### src/rtl/ptm_pkg.sv
// shared constants, types and tables of the tunnel texture mapper
// depends on nothing; used by every module under rtl
package ptm_pkg;

  localparam int SCREEN_WIDTH  = 320;
  localparam int SCREEN_HEIGHT = 200;
  localparam int TEX_SIZE      = 256;

  localparam int DIV_STEPS    = 27;
  localparam int SQRT_STEPS   = 14;
  localparam int CORDIC_STEPS = 24;
  localparam int CORDIC_SCALE = 24;
  localparam int ANGLE_FRAC   = 16;

  localparam int DEPTH_LAT  = 1 + DIV_STEPS + SQRT_STEPS;
  localparam int CORDIC_LAT = 1 + CORDIC_STEPS;
  localparam int ANGLE_PAD  = DEPTH_LAT - CORDIC_LAT;

  localparam logic [13:0] DEPTH_MAX = 14'd8192;

  typedef logic signed [35:0] cvec_t;
  typedef logic signed [26:0] angle_t;

  localparam angle_t HALF_TURN    = 27'sd16777216;
  localparam angle_t QUARTER_TURN = 27'sd8388608;

  typedef enum logic [1:0] {
    REG_SCROLL_X,
    REG_SCROLL_Y,
    REG_HOLE_THRESHOLD,
    REG_HOLE_COLOR
  } reg_idx_t;

  typedef struct packed {
    logic        req;
    logic [15:0] addr;
    logic [7:0]  value;
  } side_t;

  typedef struct packed {
    logic        wr;
    logic        rd;
    logic [15:0] addr;
    logic [7:0]  data;
  } tm_req_t;

  function automatic angle_t atan_unit(input int i);
    angle_t r;
    case (i)
      0:  r = 27'sd4194304;
      1:  r = 27'sd2476042;
      2:  r = 27'sd1308273;
      3:  r = 27'sd664100;
      4:  r = 27'sd333339;
      5:  r = 27'sd166832;
      6:  r = 27'sd83436;
      7:  r = 27'sd41721;
      8:  r = 27'sd20861;
      9:  r = 27'sd10430;
      10: r = 27'sd5215;
      11: r = 27'sd2608;
      12: r = 27'sd1304;
      13: r = 27'sd652;
      14: r = 27'sd326;
      15: r = 27'sd163;
      16: r = 27'sd81;
      17: r = 27'sd41;
      18: r = 27'sd20;
      19: r = 27'sd10;
      20: r = 27'sd5;
      21: r = 27'sd3;
      22: r = 27'sd1;
      23: r = 27'sd1;
      default: r = 27'sd0;
    endcase
    return r;
  endfunction

endpackage

### src/rtl/ptm_depth.sv
// depth pipeline: restoring divide of 2^26 by s, then digit-by-digit square root
// depends on ptm_pkg
module ptm_depth (
  input  logic        clk,
  input  logic        en,
  input  logic [17:0] s,
  output logic [13:0] depth
);

  logic [17:0] in_s;
  logic        in_zero;

  logic [17:0] d_s    [0:ptm_pkg::DIV_STEPS-1];
  logic [17:0] d_rem  [0:ptm_pkg::DIV_STEPS-1];
  logic [26:0] d_q    [0:ptm_pkg::DIV_STEPS-1];
  logic        d_zero [0:ptm_pkg::DIV_STEPS-1];

  logic [27:0] r_v    [0:ptm_pkg::SQRT_STEPS-1];
  logic [15:0] r_rem  [0:ptm_pkg::SQRT_STEPS-1];
  logic [13:0] r_root [0:ptm_pkg::SQRT_STEPS-1];
  logic        r_zero [0:ptm_pkg::SQRT_STEPS-1];

  always_ff @(posedge clk) begin
    if (en) begin
      in_s    <= s;
      in_zero <= (s == 18'd0);
    end
  end

  // one quotient bit per stage, msb first
  for (genvar k = 0; k < ptm_pkg::DIV_STEPS; k++) begin : g_div
    logic [17:0] s_in;
    logic [17:0] rem_in;
    logic [26:0] q_in;
    logic        zero_in;
    logic        dbit;
    logic [18:0] trial;
    logic [18:0] diff;
    if (k == 0) begin : g_first
      assign s_in    = in_s;
      assign rem_in  = '0;
      assign q_in    = '0;
      assign zero_in = in_zero;
      assign dbit    = 1'b1;
    end else begin : g_next
      assign s_in    = d_s[k-1];
      assign rem_in  = d_rem[k-1];
      assign q_in    = d_q[k-1];
      assign zero_in = d_zero[k-1];
      assign dbit    = 1'b0;
    end
    assign trial = {rem_in, dbit};
    assign diff  = trial - {1'b0, s_in};
    always_ff @(posedge clk) begin
      if (en) begin
        d_s[k]    <= s_in;
        d_zero[k] <= zero_in;
        if (trial >= {1'b0, s_in}) begin
          d_rem[k] <= diff[17:0];
          d_q[k]   <= {q_in[25:0], 1'b1};
        end else begin
          d_rem[k] <= trial[17:0];
          d_q[k]   <= {q_in[25:0], 1'b0};
        end
      end
    end
  end

  // one root bit per stage from two radicand bits
  for (genvar j = 0; j < ptm_pkg::SQRT_STEPS; j++) begin : g_sqrt
    logic [27:0] v_in;
    logic [15:0] rem_in;
    logic [13:0] root_in;
    logic        zero_in;
    logic [17:0] cur;
    logic [17:0] trial;
    logic [17:0] diff;
    if (j == 0) begin : g_first
      assign v_in    = {1'b0, d_q[ptm_pkg::DIV_STEPS-1]};
      assign rem_in  = '0;
      assign root_in = '0;
      assign zero_in = d_zero[ptm_pkg::DIV_STEPS-1];
    end else begin : g_next
      assign v_in    = r_v[j-1];
      assign rem_in  = r_rem[j-1];
      assign root_in = r_root[j-1];
      assign zero_in = r_zero[j-1];
    end
    assign cur   = {rem_in, v_in[27-2*j -: 2]};
    assign trial = {2'b00, root_in, 2'b01};
    assign diff  = cur - trial;
    always_ff @(posedge clk) begin
      if (en) begin
        r_v[j]    <= v_in;
        r_zero[j] <= zero_in;
        if (cur >= trial) begin
          r_rem[j]  <= diff[15:0];
          r_root[j] <= {root_in[12:0], 1'b1};
        end else begin
          r_rem[j]  <= cur[15:0];
          r_root[j] <= {root_in[12:0], 1'b0};
        end
      end
    end
  end

  assign depth = r_zero[ptm_pkg::SQRT_STEPS-1] ? ptm_pkg::DEPTH_MAX
                                               : r_root[ptm_pkg::SQRT_STEPS-1];

endmodule

### config.mk
export PLATFORM = sky130hd
export DESIGN_NAME = ptm_depth
export DESIGN_NICKNAME = d
export VERILOG_FILES = /design/src/rtl/ptm_pkg.sv /design/src/rtl/ptm_depth.sv
export SDC_FILE = /design/constraint.sdc
export NUM_CORES = 2
export LEC_CHECK = 0
export ABC_CLOCK_PERIOD_IN_PS = 4140
export BUFFER_PORTS_ARGS = -buffer_cell sky130_fd_sc_hd__buf_2
export CORE_ASPECT_RATIO = 1.4
export CORE_MARGIN = 1.5
export CORE_UTILIZATION = 60
export CTS_CLUSTER_DIAMETER = 40
export DETAILED_ROUTE_END_ITERATION = 7
export PLACE_DENSITY_LB_ADDON = 0.25
export SYNTH_ARGS = -nofsm -noshare
export SYNTH_HDL_FRONTEND = slang
export SYNTH_SLANG_ARGS = --single-unit
### constraint.sdc
create_clock -name clk -period 4.14 [get_ports clk]
set_input_delay 0.828 -clock clk [delete_from_list [all_inputs] [get_ports clk]]
set_output_delay 0.828 -clock clk [all_outputs]
set_load 0.02 [all_outputs]
==> impl_metrics.ini <==
[synthesis]
synth_flop_cell = edfxtp_1
synth_area_mm2 = 0.09111
yosysSeqAreaShare_pct = 60.88
yosysWarnings = 0
avgSynthCellArea_um2 = 12.86
yosysUniqueCellTypes = 104
postSynthCellCount = 7085
syn-num-nets = 7716
async_reset_ff_share_pct = 0
synth-edff-count = 1845
ys_ff_latch = 1848

[die]
initial_core_util_pct = 60.26
num_rows = 169
die_y_um = 464.1
die_w_um = 332.3
num_io_pins = 34
core_mm2 = 0.1512
dieArea_mm2 = 0.1542

[power_and_ir_drop]
p_leak_uw = 0.04023
ir_worst_vdd_mv = 0.4846
total_power_uw = 67410
power_density_mw_per_mm2 = 670.9

[clock_network]
cts_max_level = 4
cts_buffers = 199
cts_root_buf = clkbuf_16
cts_hold_buffers = 0
clk_path_buf_depth = 3
post_cts_buffers = 0
clock_latency_ns = 0.84
cts_tree = yes
cts_sinks = 1848
clkTransAtPathRegs_ns = 0.06
cts_resized = 0

[worst_setup_path]
ff2ff_setup_slack_ns = 0.41
path_max_fanout = 14
cp-start-kind = flip-flop
required_ns = 4.70
crit_path_end_kind = flip-flop
path_class = reg2reg
reg2reg_to = d_rem[1][103]
r2r-start = d_rem[1][72]
cp.arrival_ns = 4.28
worstRegToRegCells = 11

[sta]
slew_headroom_pct = 8.201
worst_slew_pin_slew_ns = 1.377
rsz0062_at_grt = no
slew_violations = 0
fmax_ghz = 0.2684
setup_viol = 0
min_period_ns = 3.726
tns_ns = 0
fin_crit_sh_pct = 90.00
setup_ws_ns = 0.4140
hold_slack_ns = 0.1834
hold_viol = 0
clock_skew_ns = 0.03146

[grt]
grt_pass1_vias = 54920
grt.overflow.total = 0
antenna_found_initial = 1
track_usage_pct = 22.95
grt_max_degree = 189
grt_pass1_wl_um = 280900

[drt]
wl_per_cell_um = 18.76
post-route-drc-count = 0
routed_wirelength_um = 175700
firstDrtPassIters = 6
initialDrtViolationCount = 3298
ant_nets = 0
vias_per_cell = 5.747
vias = 53830

[layout]
layout-drive-gt1-share_pct = 9.961
multi_input_area_mm2 = 0.03209
final_common_cell = edfxtp_1
layout.nets = 7865
utilization_pct = 66.46
regArea_mm2 = 0.05546
final_cell_mix = edfxtp_1 (1,845), inv_1 (760), ha_1 (586)
fillers = 10720
area_growth_pct = 10.29

[min_path]
hp-class = in2reg
min_from = s[15]
holdPathEnd = g_div[0].s_in[15]
worstHoldPathCells = 1

[placed_design]
place_congestion = 0.9347
dp_hpwl_um = 127000
portBuffers = 33
dp_slack_ns = 0.6192

[outcome]
outcome = finished, final reports clean

[flow_run]
cap_violations = 0
==> registers in the layout, indices dropped and copies added, names as in the netlist, 14 cells and up <==
| name | flops |
|---|---|
| d_q | 378 |
| d_rem | 468 |
| d_s | 468 |
| d_zero | 27 |
| g_div.s_in | 18 |
| r_rem | 187 |
| r_root | 105 |
| r_v | 182 |
| r_zero | 14 |
==> report_power, final <==
group	internal (uW)	total, uW	switching [uW]
Clock	10700	18200	7510
Combinational	10200	21900	11600
Sequential	25300	27300	2030
==> per-stage QoR <==
stage | instance area, um^2 | std cells
finish | 100500 | 9367
global route | 100500 | 9366
CTS | 100500 | 9365
detailed placement | 93690 | 8999
global placement | 93690 | 8999
floorplan | 91110 | 7085
==> worst max-delay path: stages, from the launching register on <==
cell,delay [ns]
edfxtp_1,0.42
ha_1,0.34
nor2b_1,0.14
o21a_1,0.16
o21ai_0,0.13
a2111oi_1,0.67
a21oi_1,0.32
o21ai_1,0.44
a31oi_2,0.38
buf_4,0.28
nand2_1,0.07
o21ai_0,0.08
==> cells by family (layout without fill, tap and decap cells) <==
group	count (synthesis)	after routing	synth area share, %
flip-flops	1848	1848	60.88
AND/OR/NAND/NOR	1505	1505	8.134
AO/OA/AOI/OAI	1441	1441	10.18
buffers and inverters	912	1226	3.951
adder cells (fa/ha/maj)	611	611	8.597
XOR/XNOR	499	499	4.797
multiplexers	269	269	3.464
other	0	2	0
==> worst max path at each step <==
stage | cells after the start | start | to
after CTS | 11 | d_rem[1][72] | d_rem[1][101]
final | 11 | d_rem[1][72] | d_rem[1][103]
after global placement | 11 | d_rem[1][72] | d_rem[1][91]
after detailed placement | 12 | d_s[1][73] | d_rem[1][92]
after global routing | 12 | d_s[1][73] | d_rem[1][101]
after floorplan | 3 | en | d_q[1][243]
==> synthesized netlist by cell type (45+ instances only) <==
cell,instances,area (um^2)
nand2b_1,73,456.7
xnor2_1,290,2540
nand4_1,68,425.4
nor2_1,419,1573
clkbuf_1,88,330.3
a21o_1,196,1471
mux2_2,182,2049
mux2_4,45,675.7
inv_1,760,2853
o21ai_0,312,1562
nand2_1,364,1366
and2_1,45,281.5
nor4_1,51,319.1
xor2_1,209,1831
nand3_1,92,460.4
edfxtp_1,1845,55400
o21a_1,95,713.2
ha_1,586,7332
a21oi_1,417,2087
nor3_1,102,510.5
o21bai_1,62,465.5
nor2b_1,116,725.7
==> area by class of cell <==
class / instances / share of cell area (%)
inverter: 765 / 2.868
timing repair buffer: 95 / 0.7920
multi-input combinational: 4325 / 31.94
sequential: 1848 / 55.20
antenna: 2 / 0.004981
clock buffer: 232 / 5.122
tap: 1966 / 2.448
clock inverter: 134 / 1.631
==> metal layers <==
layer	vias up	share of wire, %	routed length (um)	track usage [%]
met2	1080	55	97510	44.41
met5	-	0	0	0
met1	26070	36	63300	23.74
li1	26180	-	-	-
met4	0	5.5	9739	12.64
met3	495	3.0	5192	2.792
No activity file was read; power rests on OpenSTA's default activity.
